**config.mk**
```make
export PLATFORM = sky130hd
export DESIGN_NAME = image_directory_entry_scanner
export DESIGN_NICKNAME = d
export VERILOG_FILES = /design/src/sv/ides_pkg.sv /design/src/sv/ides_window_match.sv /design/src/sv/image_directory_entry_scanner.sv
export SDC_FILE = /design/constraint.sdc
export NUM_CORES = 1
export LEC_CHECK = 0
export BUFFER_PORTS_ARGS = -buffer_cell sky130_fd_sc_hd__buf_2
export CORE_MARGIN = 2
export CORE_UTILIZATION = 45
export DETAILED_ROUTE_END_ITERATION = 10
export PLACE_DENSITY = 0.64
export SLEW_MARGIN = 10
export SYNTH_ARGS = -nofsm -noshare
export SYNTH_HDL_FRONTEND = slang
export SYNTH_SLANG_ARGS = --single-unit
```
**constraint.sdc**
```tcl
create_clock -name clk -period 17.98 [get_ports clk]
set_input_delay 2.697 -clock clk [delete_from_list [all_inputs] [get_ports clk]]
set_output_delay 2.697 -clock clk [all_outputs]
set_load 0.005 [all_outputs]
```
**src/sv/ides_pkg.sv**
```systemverilog
// Types, constants and codes for the image directory entry scanner.
package ides_pkg;

    localparam int HEADER_GAP   = 16;
    localparam int NAME_LEN     = 8;
    localparam int HEADER_BYTES = 16;
    localparam int SKIP_LEN     = (HEADER_GAP > NAME_LEN) ? (HEADER_GAP - NAME_LEN) : 0;

    localparam logic [63:0] NAME_PATTERN = 64'h6663_7274_2E62_696E;

    typedef logic [5:0] count_t;
    typedef logic [3:0] fill_t;
    typedef logic [63:0] window_t;

    localparam count_t SKIP_COUNT   = count_t'(SKIP_LEN);
    localparam count_t HEADER_COUNT = count_t'(HEADER_BYTES);
    localparam fill_t  FILL_FULL    = fill_t'(NAME_LEN);

    localparam logic [1:0] STATUS_NOT_FOUND = 2'd0;
    localparam logic [1:0] STATUS_FOUND     = 2'd1;
    localparam logic [1:0] STATUS_CUT_SHORT = 2'd2;

    typedef struct packed {
        logic [7:0] data_byte;
        logic       last_byte;
    } ides_in_t;

    typedef struct packed {
        logic [1:0]  status;
        logic [31:0] start_block;
        logic [31:0] data_length;
        logic [31:0] meta_word;
    } ides_out_t;

endpackage

```
**src/sv/ides_window_match.sv**
```systemverilog
// Eight-byte sliding window with fill count and name pattern compare.
module ides_window_match (
    input  ides_pkg::window_t window_reg,
    input  ides_pkg::fill_t   fill_reg,
    input  logic [7:0]        data_byte,
    output ides_pkg::window_t window_next,
    output ides_pkg::fill_t   fill_next,
    output logic              hit
);
    import ides_pkg::*;

    always_comb
    begin
        window_next = {window_reg[55:0], data_byte};
        fill_next   = (fill_reg < FILL_FULL) ? (fill_reg + fill_t'(1)) : fill_reg;
        hit         = (fill_next >= FILL_FULL) && (window_next == NAME_PATTERN);
    end

endmodule

```
**src/sv/image_directory_entry_scanner.sv**
```systemverilog
// Top level of the image directory entry scanner.
// A result is loaded into the output register when the beat that causes it is accepted.
// Throughput: one byte beat per cycle; byte_ready drops only while a result waits.
// The window compare and header accumulate sit between the state and result registers.
// Reset (rst_n low, asynchronous) returns the scanner to searching with empty state.
// The final byte of an image also returns all scan state to its reset value.
module image_directory_entry_scanner (
    input  logic                clk,
    input  logic                rst_n,
    input  logic                byte_valid,
    output logic                byte_ready,
    input  ides_pkg::ides_in_t  byte_beat,
    output logic                result_valid,
    input  logic                result_ready,
    output ides_pkg::ides_out_t result_beat
);
    import ides_pkg::*;

    localparam logic [1:0] PH_SEARCH = 2'd0;
    localparam logic [1:0] PH_SKIP   = 2'd1;
    localparam logic [1:0] PH_HEADER = 2'd2;
    localparam logic [1:0] PH_DONE   = 2'd3;

    window_t     window_reg, window_next, window_shift;
    fill_t       fill_reg, fill_next, fill_inc;
    logic [1:0]  phase_reg, phase_next;
    count_t      count_reg, count_next, count_inc;
    logic [31:0] block_reg, block_next;
    logic [31:0] length_reg, length_next;
    logic [31:0] meta_reg, meta_next;
    logic        zero_seen_reg, zero_seen_next;
    logic        hit;
    logic        emit;
    logic [7:0]  meta_byte;
    ides_out_t   beat_next;
    logic        result_valid_reg;
    ides_out_t   result_beat_reg;
    logic        accept;

    ides_window_match u_window (
        .window_reg  (window_reg),
        .fill_reg    (fill_reg),
        .data_byte   (byte_beat.data_byte),
        .window_next (window_shift),
        .fill_next   (fill_inc),
        .hit         (hit)
    );

    assign byte_ready   = !result_valid_reg || result_ready;
    assign accept       = byte_valid && byte_ready;
    assign count_inc    = count_reg + count_t'(1);
    assign result_valid = result_valid_reg;
    assign result_beat  = result_beat_reg;

    always_comb
    begin
        window_next    = window_reg;
        fill_next      = fill_reg;
        phase_next     = phase_reg;
        count_next     = count_reg;
        block_next     = block_reg;
        length_next    = length_reg;
        meta_next      = meta_reg;
        zero_seen_next = zero_seen_reg;
        emit           = 1'b0;
        meta_byte      = zero_seen_reg ? 8'd0 : byte_beat.data_byte;
        beat_next      = '{status: STATUS_NOT_FOUND, start_block: 32'd0,
                           data_length: 32'd0, meta_word: 32'd0};

        unique case (phase_reg)
            PH_SEARCH:
            begin
                window_next = window_shift;
                fill_next   = fill_inc;
                if (hit && !byte_beat.last_byte)
                begin
                    count_next = '0;
                    phase_next = (SKIP_COUNT == '0) ? PH_HEADER : PH_SKIP;
                end
                emit = byte_beat.last_byte;
            end
            PH_SKIP:
            begin
                count_next = count_inc;
                if (count_inc >= SKIP_COUNT)
                begin
                    count_next = '0;
                    phase_next = PH_HEADER;
                end
                emit             = byte_beat.last_byte;
                beat_next.status = STATUS_CUT_SHORT;
            end
            PH_HEADER:
            begin
                priority if (count_reg < count_t'(8))
                begin
                    block_next = {block_reg[23:0], byte_beat.data_byte};
                end
                else if (count_reg < count_t'(12))
                begin
                    length_next = {length_reg[23:0], byte_beat.data_byte};
                end
                else
                begin
                    // Zero out every meta byte after the first zero one.
                    if (meta_byte == 8'd0)
                    begin
                        zero_seen_next = 1'b1;
                    end
                    meta_next = {meta_reg[23:0], meta_byte};
                end
                count_next = count_inc;
                if (count_inc >= HEADER_COUNT)
                begin
                    emit       = 1'b1;
                    beat_next  = '{status: STATUS_FOUND, start_block: block_next,
                                   data_length: length_next, meta_word: meta_next};
                    phase_next = PH_DONE;
                    count_next = '0;
                end
                else if (byte_beat.last_byte)
                begin
                    emit             = 1'b1;
                    beat_next.status = STATUS_CUT_SHORT;
                end
            end
            PH_DONE:
            begin
                // Ignore bytes until the final one.
            end
            default:
            begin
            end
        endcase

        if (byte_beat.last_byte)
        begin
            window_next    = '0;
            fill_next      = '0;
            phase_next     = PH_SEARCH;
            count_next     = '0;
            block_next     = '0;
            length_next    = '0;
            meta_next      = '0;
            zero_seen_next = 1'b0;
        end
    end

    always_ff @(posedge clk or negedge rst_n)
    begin
        if (!rst_n)
        begin
            window_reg       <= '0;
            fill_reg         <= '0;
            phase_reg        <= PH_SEARCH;
            count_reg        <= '0;
            block_reg        <= '0;
            length_reg       <= '0;
            meta_reg         <= '0;
            zero_seen_reg    <= 1'b0;
            result_valid_reg <= 1'b0;
        end
        else
        begin
            if (accept)
            begin
                window_reg       <= window_next;
                fill_reg         <= fill_next;
                phase_reg        <= phase_next;
                count_reg        <= count_next;
                block_reg        <= block_next;
                length_reg       <= length_next;
                meta_reg         <= meta_next;
                zero_seen_reg    <= zero_seen_next;
                result_valid_reg <= emit;
            end
            else if (result_ready)
            begin
                result_valid_reg <= 1'b0;
            end
        end
    end

    // Load the result beat only when this byte produces one.
    always_ff @(posedge clk)
    begin
        if (accept && emit)
        begin
            result_beat_reg <= beat_next;
        end
    end

endmodule

```
==> Word-level counts from Yosys, hierarchy flattened <==
Index checks and enable logic that the tools add are counted.
{ "op_classes": {"n_addsub": 2, "multipliers": 0, "n_div": 0, "magnitude_cmp": 6, "eq_ne": 8, "shift": 0, "n_mux": 40, "bitwise_logic": 0, "n_reduce_logical": 21} }
{ "ops": {"columns": ["cell", "n"], "rows": [
  ["32-bit two-way mux", 11],
  ["56-bit two-way mux", 2],
  ["64-bit by 63-bit == test with 1-bit output (second input constant)", 1],
  ["6-bit two-way mux", 4],
  ["6-bit one-hot mux with 3 select lines", 1],
  ["6-bit by 4-bit less-than comparator with 1-bit output (second input constant)", 2],
  ["2-bit two-way mux", 6],
  ["4-bit two-way mux", 3],
  ["5-bit AND reduction", 2],
  ["1-bit two-way mux", 9],
  ["3-bit inequality test (second input constant)", 3],
  ["8-bit logical NOT", 1],
  ["8-bit two-way mux", 1],
  ["2-bit nonzero test", 4],
  ["6-bit by 1-bit adder with 6-bit output (second input constant)", 1],
  ["6-bit by 4-bit greater-or-equal comparator with 1-bit output (second input constant)", 1],
  ["6-bit by 5-bit greater-or-equal comparator with 1-bit output (second input constant)", 1],
  ["2-bit one-hot mux with 3 select lines", 1],
  ["2-bit AND reduction", 3],
  ["4-bit by 1-bit adder with 4-bit output (second input constant)", 1],
  ["4-bit greater-or-equal comparator (second input constant)", 1],
  ["1-bit logical AND", 4],
  ["4-bit less-than comparator (second input constant)", 1],
  ["2-bit inequality test (second input constant)", 2],
  ["10 further kinds", 11]
]} }
{ "totals": {"regBits": 264, "latch_bits": 0, "mem_bits_rw": 0, "rom_bits": 0, "in_bits": 13, "output_inout_bits": 100, "word_cells": 90, "mem_count": 0} }

==> Logic depth before layout (Yosys ltp) <==
Gate-level depths: netlist of run 1.
{ "logic_depth": {"word_depth": 8, "ltp_mapped": 9, "depth_no_buf": 7} }

==> By module <==
A second synthesis of run 1 with hierarchy kept.
{ "hier_totals": {"hier_cells": 968, "hier_area_um2": 11760.0} }
{ "by_module_without_submodules": {"columns": ["mod", "instances", "cells_each", "area_per_inst_um2", "seq_area_each_um2"], "rows": [
  ["image_directory_entry_scanner", 1, 875, 11021.8, 7297.0],
  ["ides_window_match", 1, 93, 738.2, 0.0]
]} }

==> Worst setup path after synthesis of run 1 <==
OpenSTA, ideal clock, no wires.
{ "synth_timing": {"path_kind": "input port to flip-flop", "start": "input port byte_beat[0] (netlist bit)", "end": "register result_beat_reg, in the netlist result_beat[0] (enable)", "setup_time_ns": 0.556, "t_arrival_ns": 7.185, "required_time_ns": 17.424, "setup_slack_ns": 10.239, "path_stages": 3, "n_path_buf": 1, "cell_sequence": "clkbuf_1 o21ai_0 nor2_1"} }
{ "synth_between": {"elab_chain_cells": 4} }
{ "synth_lines": {"columns": ["element", "line_no", "text"], "rows": [
  ["start, declared", "image_directory_entry_scanner.sv:12", "input ides_pkg::ides_in_t byte_beat,"],
  ["1-bit two-way mux", "image_directory_entry_scanner.sv:121", "else if (byte_beat.last_byte)"],
  ["1-bit two-way mux", "image_directory_entry_scanner.sv:113", "if (count_inc >= HEADER_COUNT)"],
  ["1-bit one-hot mux with 2 select lines *", "image_directory_entry_scanner.sv:70", "unique case (phase_reg)"],
  ["1-bit logical AND *", "image_directory_entry_scanner.sv:187", "if (accept && emit)"],
  ["end signal, assigned", "image_directory_entry_scanner.sv:189", "result_beat_reg <= beat_next;"],
  ["end, declared", "image_directory_entry_scanner.sv:37", "ides_out_t result_beat_reg;"]
]} }
Mark *: on every way between the ends. The rest lies on a longest branch, timed or not.
A chain may end at the register's enable or synchronous reset.

==> Worst setup path after layout of run 1 <==
{ "layout_timing": {"start": "input port result_ready", "end": "output port byte_ready"} }
{ "layout_between": {"elab_chain_cells": 1} }
{ "layout_lines": {"columns": ["element", "line_no", "text"], "rows": [
  ["start, declared", "image_directory_entry_scanner.sv:14", "input logic result_ready,"],
  ["1-bit logical OR", "image_directory_entry_scanner.sv:49", "assign byte_ready = !result_valid_reg || result_ready;"],
  ["end, declared", "image_directory_entry_scanner.sv:11", "output logic byte_ready,"]
]} }
No other way between the ends.

==> impl_metrics.tcl, run 1 <==
set metrics [dict create \
    synth_edf_count 98 \
    cts-resized-gates 0 \
    worstMarginPinSlew_ns 1.185 \
    drt_wl_total_microns 23650 \
    antenna_left 0 \
    wire_per_inst_microns 17.79 \
    status "finished clean" \
    largest_reg_flops 98 \
    cts_buffers 28 \
    antenna_found_initial 1 \
    finalHoldViolCount 0 \
    synth_common_cells "nand2_1 (193), dfrtp_1 (166), a22o_1 (151), a21oi_1 (101), edfxtp_1 (98)" \
    num-nets-final 1008 \
    vias 7400 \
    cts_buffer_depth 3 \
    netlist_area_sq_um 10770 \
    clkTransAtPathRegs_ns 0.06 \
    yosys_register_bits 264 \
    grt_setup_unrepaired "no" \
    crit_type "in2out" \
    drc 0 \
    grtUsageTotal_pct 18.98 \
    die_h_microns 158.7 \
    maxCapViolCount 0 \
    endpoint_kind "output port" \
    viasPerCell 5.568 \
    io_buffers 112 \
    p_leak_nw 5.034 \
    area_delta_synth_final_pct 16.19 \
    worstPathRequired_ns 15.28 \
    synth_cell_types 48 \
    synthFlopType "dfrtp_1" \
    synth_top_cell_area_share_pct 38.56 \
    path_max_fanout 4 \
    dpl_cell_area_sq_um 11610 \
    syn_inst 904 \
    crit_slowest_cell "nand2b_1" \
    design_power_total_mw 1.474 \
    dr.pass1.iters 4 \
    yosysMostFrequentCell "nand2_1" \
    dr.first_iter.drc_count 576 \
    num_rows 56 \
    start_util_pct 45.89 \
    core_area_sq_um 23470 \
    fin_area_sq_um 12520 \
    arrival_ns 3.11 \
    clock_sinks 264 \
    fmax_mhz 172.2 \
    post_cts_buffers 0 \
    start_kind "input pin" \
    cpMostUsedCell "buf_2" \
    grt_max_degree 113 \
    cts_hold_buf 0 \
    crit_chain "buf_2 > nand2b_1 > buf_2" \
    grt-ovfl-total 0 \
    ir_drop_v 0.00006935 \
    syn-num-nets 924 \
    cts_max_level 1 \
    min_path_type "reg2reg" \
    die_x_microns 158.7 \
    pwr_density_cell_nw_per_um2 117.7 \
    finalSetupViolCount 0 \
    dieArea_sq_um 25190 \
    clk-insertion-delay-late_ns 0.55 \
    slew_viol_final 0 \
    diodes 0 \
    cts_tree "built" \
    io_pins 113 \
    routabilityCongestion 0.7692 \
    skew_ns 0.02491 \
    root_buffer "clkbuf_16" \
    post-route-min-period_ns 5.808 \
    finalCritPeriodShare_pct 32.30 \
    slew_headroom_pct 20.83 \
    grt_pass1_vias 7052 \
    yosysSeqAreaShare_pct 65.88 \
    yosys_warnings 0 \
    netlist_top_cells_area "dfrtp_1 (39%), edfxtp_1 (27%), a22o_1 (12%)" \
    async_flop_share_pct 62.88 \
    hpwl_microns 14030 \
    grt_pass1_wl_microns 39230 \
    drive_above_1_share_pct 18.32 \
    synth.avg_cell_area_sq_um 11.92 \
    finalSetupTns_ns 0 \
    cpPeakStageDelay_ns 0.17 \
    synth_top_area_cell "dfrtp_1" \
]
==> metal layers <==
| metal | GRT usage, % | routed length (microns) |
|---|---|---|
| met4 | 4.545 | 482 |
| met1 | 29.34 | 11420 |
| met2 | 28.48 | 10710 |
| met3 | 2.586 | 1033 |
| met5 | 0 | 0 |
==> cell families (layout without fill, tap and decap cells) <==
kind of cell | Yosys count | count (layout) | share of synthesized area, %
and+or+nand+nor | 271 | 271 | 11.15
buffers and inverters | 78 | 184 | 2.892
AOI/OAI and AO/OA | 279 | 279 | 18.77
muxes | 3 | 3 | 0.3252
xor gates and xnor gates | 2 | 2 | 0.1627
DFF | 264 | 264 | 65.88
adders and majority gates | 7 | 7 | 0.8131
==> layout make-up <==
type / count / area, sq um
Clock buffer: 43 / 847.1
Clock inverter: 9 / 60.06
Fill cell: 2017 / 10960
Inverter: 5 / 18.77
Multi-Input combinational cell: 562 / 3415
Sequential cell: 264 / 7097
Tap cell: 319 / 399.1
Timing Repair Buffer: 127 / 679.4
==> cell usage in the layout, fill, tap and decap left out, types with 2 or more instances in the layout <==
cell type	instances
a211oi_1	2
a21oi_1	101
a22o_1	151
a31oi_1	2
and2_1	4
and3_1	3
buf_2	111
buf_4	15
clkbuf_1	6
clkbuf_16	28
clkbuf_8	9
clkinv_1	2
clkinv_2	4
dfrtp_1	166
edfxtp_1	98
ha_1	7
inv_1	5
mux2i_1	2
nand2_1	192
nand2b_1	4
nand3_1	4
nand4_1	6
nand4b_1	2
nor2_1	16
nor2_2	3
nor2b_1	3
nor3_1	5
nor3b_1	10
nor4_1	4
nor4bb_1	4
o21ai_0	2
o21ai_1	6
o31ai_1	2
or3_1	2
or4_1	2
xnor2_1	2
==> path summary, 6_finish.rpt <==
kind                                      from         endpoint  slack (ns)  cells after the start
worst max-delay path              result_ready       byte_ready       12.17                      3
worst min-delay path            length_reg[31]   length_reg[31]        0.50                      1
worst max register to register    count_reg[0]  result_beat[56]       14.58                      9
worst min register to register  length_reg[31]   length_reg[31]        0.50                      1
max in group asynchronous                rst_n     phase_reg[1]       14.34                      2
min in group asynchronous                rst_n   length_reg[27]        2.32                      1
==> per-stage QoR <==
| step | std cells | setup slack [ns] | hold slack [ns] | util, % |
|---|---|---|---|---|
| after floorplan | 904 | 10.24 | 0.4641 | - |
| after global placement | 1277 | 12.20 | 0.4820 | 49.46 |
| after detailed placement | 1277 | 12.18 | 0.4810 | 49.46 |
| after CTS | 1329 | 12.18 | 0.5028 | 53.32 |
| after global routing | 1329 | 12.16 | 0.5092 | 53.32 |
| final | 1329 | 12.17 | 0.4981 | 53.32 |
==> power breakdown <==
part	total [mW]	switching [mW]	internal, mW
Clock	0.554	0.230	0.324
Sequential	0.732	0.0330	0.699
Combinational	0.187	0.118	0.0693
==> critical path, delay by kind of cell <==
kind                   cells  cell delay [ns]
buffers and inverters      2             0.24
AND/OR/NAND/NOR            1             0.17
(Power assumes the default switching activity.)
==> inputs of run 2 (changes only) <==
- clock period: 17.98 -> 6.09 ns (I/O delays scaled with it)
==> run 2 against run 1 <==
Compared with the run above: sequential power rose to 2.9 times the previous value; via count hardly changed; sequential cell count is the same; non-clock buffer count shrank 1; clock skew fell by 0.0046 ns; wire length up 1.2%; critical path depth is 4 higher; critical path type is now reg2reg; highest routed layer unchanged.
==> impl_metrics.tcl, run 2 (synthesized netlist as in run 1, its figures left out) <==
set metrics [dict create \
    whs_ns 0.3308 \
    ir_drop_v 0.0001839 \
    endpoint_kind "flop" \
    netSwitchingFraction_pct 25.61 \
    die_h_microns 158.7 \
    vias 7394 \
    use_met2_pct 28.32 \
    top_usage_layer "met1" \
    finalHoldViolCount 0 \
    drt_wl_total_microns 23930 \
    dr.pass1.iters 5 \
    wire_per_inst_microns 18.05 \
    grt_pass1_wl_microns 39700 \
    cpPeakStageDelay_ns 0.70 \
    dpl_cell_area_sq_um 11600 \
    diodes 0 \
    num_rows 56 \
    pwr_density_cell_nw_per_um2 354.9 \
    p_leak_nw 5.037 \
    p_sw_mw 1.140 \
    status "finished clean" \
    grt_setup_unrepaired "no" \
    post_cts_buffers 0 \
    layout_common_cells "nand2_1 (192), dfrtp_1 (166), a22o_1 (151)" \
    root_buffer "clkbuf_16" \
    antenna_found_initial 0 \
    p_seq_share_pct 48.4 \
    post-route-min-period_ns 3.112 \
    crit_family "compound AO/OA/AOI/OAI gates" \
    fin_ws_ns 2.978 \
    start_kind "flop" \
    routabilityCongestion 0.7955 \
    die_x_microns 158.7 \
    start_util_pct 45.89 \
    clk-insertion-delay-late_ns 0.54 \
    viasPerCell 5.576 \
    worstMarginPinSlew_ns 1.181 \
    r2r_cells 7 \
    maxCapViolCount 0 \
    largest_reg_flops 98 \
    crit_slowest_cell "a211o_1" \
    rr_startpoint "count_reg[2]" \
    finalSetupViolCount 0 \
    endpoint "length_reg[7]" \
    intPower_mw 3.312 \
    grt_pass1_vias 7140 \
    dieArea_sq_um 25190 \
    clock_sinks 264 \
    arrival_ns 3.52 \
    grt-ovfl-total 0 \
    cts_max_level 1 \
    io_buffers 112 \
    fin_area_sq_um 12540 \
    area_delta_synth_final_pct 16.46 \
    cts_buffers 27 \
    clkTransAtPathRegs_ns 0.06 \
    cts_buffer_depth 3 \
    slew_viol_final 0 \
    grtUsageTotal_pct 19.07 \
    antenna_left 0 \
    cpMostUsedCell "nand2_1" \
    dr.first_iter.drc_count 554 \
    cts-resized-gates 0 \
    hpwl_microns 14150 \
    core_area_sq_um 23470 \
    reg2reg_slack_ns 2.98 \
    clock_power_share_pct 39.1 \
    gr-usage-met1_pct 29.06 \
    path_buf_inv 1 \
    num-nets-final 1006 \
    final_cells 1326 \
    finalCritPeriodShare_pct 51.09 \
    slew_headroom_pct 21.08 \
    combPwrFrac_pct 12.5 \
    drc 0 \
    drive_above_1_share_pct 18.27 \
    worstPathRequired_ns 6.50 \
    pre_cts_slack_ns 2.633 \
    io_pins 113 \
    met3_usage_pct 3.422 \
    finalSetupTns_ns 0 \
    crit_chain "a211o_1 > nor2_2 > buf_4 > nand2_1 > nand2_1 > nand2_1 > a22o_1" \
    cts_tree "built" \
    grt_max_degree 66 \
    startpoint "count_reg[2]" \
    mostFrequentLayoutCell "nand2_1" \
    min_path_type "in2async" \
    skew_ns 0.02034 \
    crit_type "reg2reg" \
    dp_cells 1276 \
    reg2reg_to "length_reg[7]" \
    path_max_fanout 33 \
    crit_cells 7 \
    cts_hold_buf 0 \
    fmax_mhz 321.4 \
]
-- run 2: routing by layer --
metal,vias up,routed length (microns)
met5,-,0
met4,0,549
met3,42,1407
met2,222,10720
met1,3661,11260
li1,3469,-
-- run 2: area by class of cell --
class	instances	area, sq um
clock inverter	19	231.5
inverter	5	18.77
timing repair buffer	126	671.9
multi-input combinational	562	3416
fill	2031	10930
sequential	264	7097
clock buffer	31	710.7
tap	319	399.1
-- run 2: worst reg2reg max path: cells and delay by family (launching register included) --
kind	cells	cell delay, ns
AO/OA/AOI/OAI	2	1.13
AND/OR/NAND/NOR	4	1.02
flip-flops	1	0.49
buffers and inverters	1	0.34
-- run 2: metrics by stage --
step                      power [mW]  util, %
after floorplan                2.512        -
after global placement         2.744    49.42
after detailed placement       2.751    49.42
after CTS                      4.502    53.44
after global routing           4.641    53.44
final                          4.452    53.44
-- run 2: worst min path at each step --
stage	startpoint	to	slack (ns)
3_5_place_dp	meta_reg[28]	meta_reg[28]	0.48
4_1_cts	rst_n	count_reg[5]	0.34
5_1_grt	rst_n	length_reg[26]	0.37
3_3_place_gp	window_reg[53]	window_reg[53]	0.48
6_report	rst_n	length_reg[26]	0.33
2_1_floorplan	window_reg[50]	window_reg[50]	0.46
-- run 2: power by group through the flow --
stage                     Sequential (mW)  Clock (mW)  Combinational, mW
after detailed placement             2.19           0              0.563
after global placement               2.19           0              0.558
after CTS                            2.16        1.78              0.565
final                                2.15        1.74              0.556
after floorplan                      2.21           0              0.305
after global routing                 2.18        1.84              0.617
==> inputs of run 3 (changes only) <==
- PLACE_DENSITY: 0.64 -> 0.66
- clock period: 6.09 -> 2.7 ns (I/O delays scaled with it)
==> run 3 against run 2 <==
Compared with the run above: sequential power increased by 130%; design area rose by 1.1%; via count up 0.23%; largest power group unchanged; non-clock buffer count grew 14; global-route usage hardly changed.
==> impl_metrics.tcl, run 3 (synthesized netlist as in run 1, its figures left out) <==
set metrics [dict create \
    area_delta_synth_final_pct 17.73 \
    clkTransAtPathRegs_ns 0.06 \
    n_fill_cell 1989 \
    num_rows 56 \
    netSwitchingFraction_pct 25.59 \
    clock_power_share_pct 37.1 \
    grt_max_degree 97 \
    antenna_found_initial 0 \
    viasPerCell 5.531 \
    die_h_microns 158.7 \
    p_leak_nw 5.083 \
    cts_buffers 27 \
    crit_type "reg2reg" \
    io_pins 113 \
    drive_above_1_share_pct 19.29 \
    worstMarginPinSlew_ns 0.6927 \
    grt-ovfl-total 0 \
    p_seq_share_pct 49.5 \
    finalSetupViolCount 0 \
    post-route-min-period_ns 2.164 \
    core_area_sq_um 23470 \
    fin_ws_ns 0.5364 \
    intPower_mw 7.321 \
    cts_tree "built" \
    crit_chain "inv_1 > ha_1 > nor3_1 > nor4_1 > a31oi_1 > buf_4 > mux2_4 > o31ai_1" \
    drt_wl_total_microns 24180 \
    dr.pass1.iters 5 \
    endpoint_kind "flop" \
    cpPeakStageDelay_ns 0.40 \
    die_x_microns 158.7 \
    layout_common_cells "nand2_1 (192), dfrtp_1 (164), a22o_1 (151)" \
    hpwl_microns 14790 \
    finalHoldViolCount 0 \
    clk-insertion-delay-late_ns 0.54 \
    cts_buffer_depth 3 \
    cts-resized-gates 0 \
    grtUsageTotal_pct 19.09 \
    skew_ns 0.01809 \
    clock_sinks 264 \
    maxCapViolCount 0 \
    min_path_type "in2reg" \
    dr.first_iter.drc_count 621 \
    num-nets-final 1020 \
    drc 0 \
    dp_cells 1289 \
    antenna_left 0 \
    cts_max_level 1 \
    slew_headroom_pct 53.82 \
    mostFrequentLayoutCell "nand2_1" \
    slew_viol_final 0 \
    fmax_mhz 462.2 \
    status "finished clean" \
    ir_drop_v 0.0005318 \
    grt_pass1_wl_microns 39670 \
    arrival_ns 2.60 \
    final_cells 1340 \
    vias 7411 \
    io_buffers 112 \
    wire_per_inst_microns 18.05 \
    p_sw_mw 2.517 \
    start_kind "flop" \
    worstPathRequired_ns 3.13 \
    grt_pass1_vias 7151 \
    path_max_fanout 7 \
    grt_setup_unrepaired "no" \
    fin_util_pct 54.02 \
    crit_slowest_cell "dfrtp_1" \
    largest_reg_flops 98 \
    finalCritPeriodShare_pct 80.13 \
    design_power_total_mw 9.838 \
    pwr_density_cell_nw_per_um2 775.8 \
    pre_cts_slack_ns 0.5324 \
    dieArea_sq_um 25190 \
    combPwrFrac_pct 13.4 \
    diodes 0 \
    root_buffer "clkbuf_16" \
    start_util_pct 45.89 \
    routabilityCongestion 0.7559 \
]
-- run 3: cell count changes in the layout (fill, tap and decap cells not counted), moves of 2 or more --
cell        previous run  this run
clkbuf_1               2        13
clkinv_1               5         0
dfrtp_1              166       164
clkinvlp_4             4         1
bufinv_16              5         2
clkbuf_8               2         4
buf_4                 14        21
buf_12                 0         6
dfrtp_2                0         2
-- run 3: power by group through the flow --
stage,sequential (mW),clock (mW),combinational [mW]
after floorplan,4.95,0,0.704
after global placement,4.94,0,1.32
after detailed placement,4.94,0,1.33
after CTS,4.87,3.72,1.34
after global routing,4.92,3.88,1.46
final,4.87,3.65,1.32
-- run 3: timing repair --
item,4_1_cts,5_1_grt
setup buffers,0,0
hold endpoints to repair,70,0
hold buffers,1,0
-- run 3: cell type report --
cell class | instances | area [sq um] | area share [%]
Clock buffer | 44 | 779.5 | 6.147
Clock inverter | 6 | 86.33 | 0.6808
Inverter | 5 | 18.77 | 0.1480
Multi-Input combinational cell | 562 | 3443 | 27.15
Sequential cell | 264 | 7099 | 55.98
Tap cell | 319 | 399.1 | 3.148
Timing Repair Buffer | 140 | 854.6 | 6.739
-- run 3: per-stage QoR --
step / TNS, ns / area [sq um] / hold WS [ns]
2_1_floorplan: -37.10 / 10810 / 0.1094
3_3_place_gp: 0 / 11810 / 0.4753
3_5_place_dp: 0 / 11810 / 0.4768
4_1_cts: 0 / 12680 / 0.1105
5_1_grt: 0 / 12680 / 0.1536
6_report: 0 / 12680 / 0.1305
-- run 3: worst max-delay path: cells and delay by family (launching register included) --
kind	cells	cell delay, ns
AOI/OAI and AO/OA	2	0.42
DFF	1	0.40
adders and majority gates	1	0.35
buffers and inverters	2	0.34
muxes	1	0.30
and+or+nand+nor	2	0.27
-- run 3: worst paths after layout --
| kind | from | to | slack [ns] | cells after the start |
|---|---|---|---|---|
| worst max register to register | phase_reg[1] | phase_reg[1] | 0.54 | 8 |
| worst max-delay path | phase_reg[1] | phase_reg[1] | 0.54 | 8 |
| worst min register to register | length_reg[31] | length_reg[31] | 0.50 | 1 |
| worst min-delay path | byte_valid | result_valid | 0.13 | 3 |
| max in group asynchronous | rst_n | meta_reg[18] | 1.51 | 3 |
| min in group asynchronous | rst_n | length_reg[18] | 0.46 | 2 |
-- run 3: metal layers --
layer / global-route usage, % / wire length (microns) / part of all wire [%]
met5: 0 / 0 / 0
met4: 5.254 / 596 / 2.5
met1: 29.01 / 11280 / 47
met3: 3.109 / 1318 / 5.5
met2: 28.46 / 10990 / 45
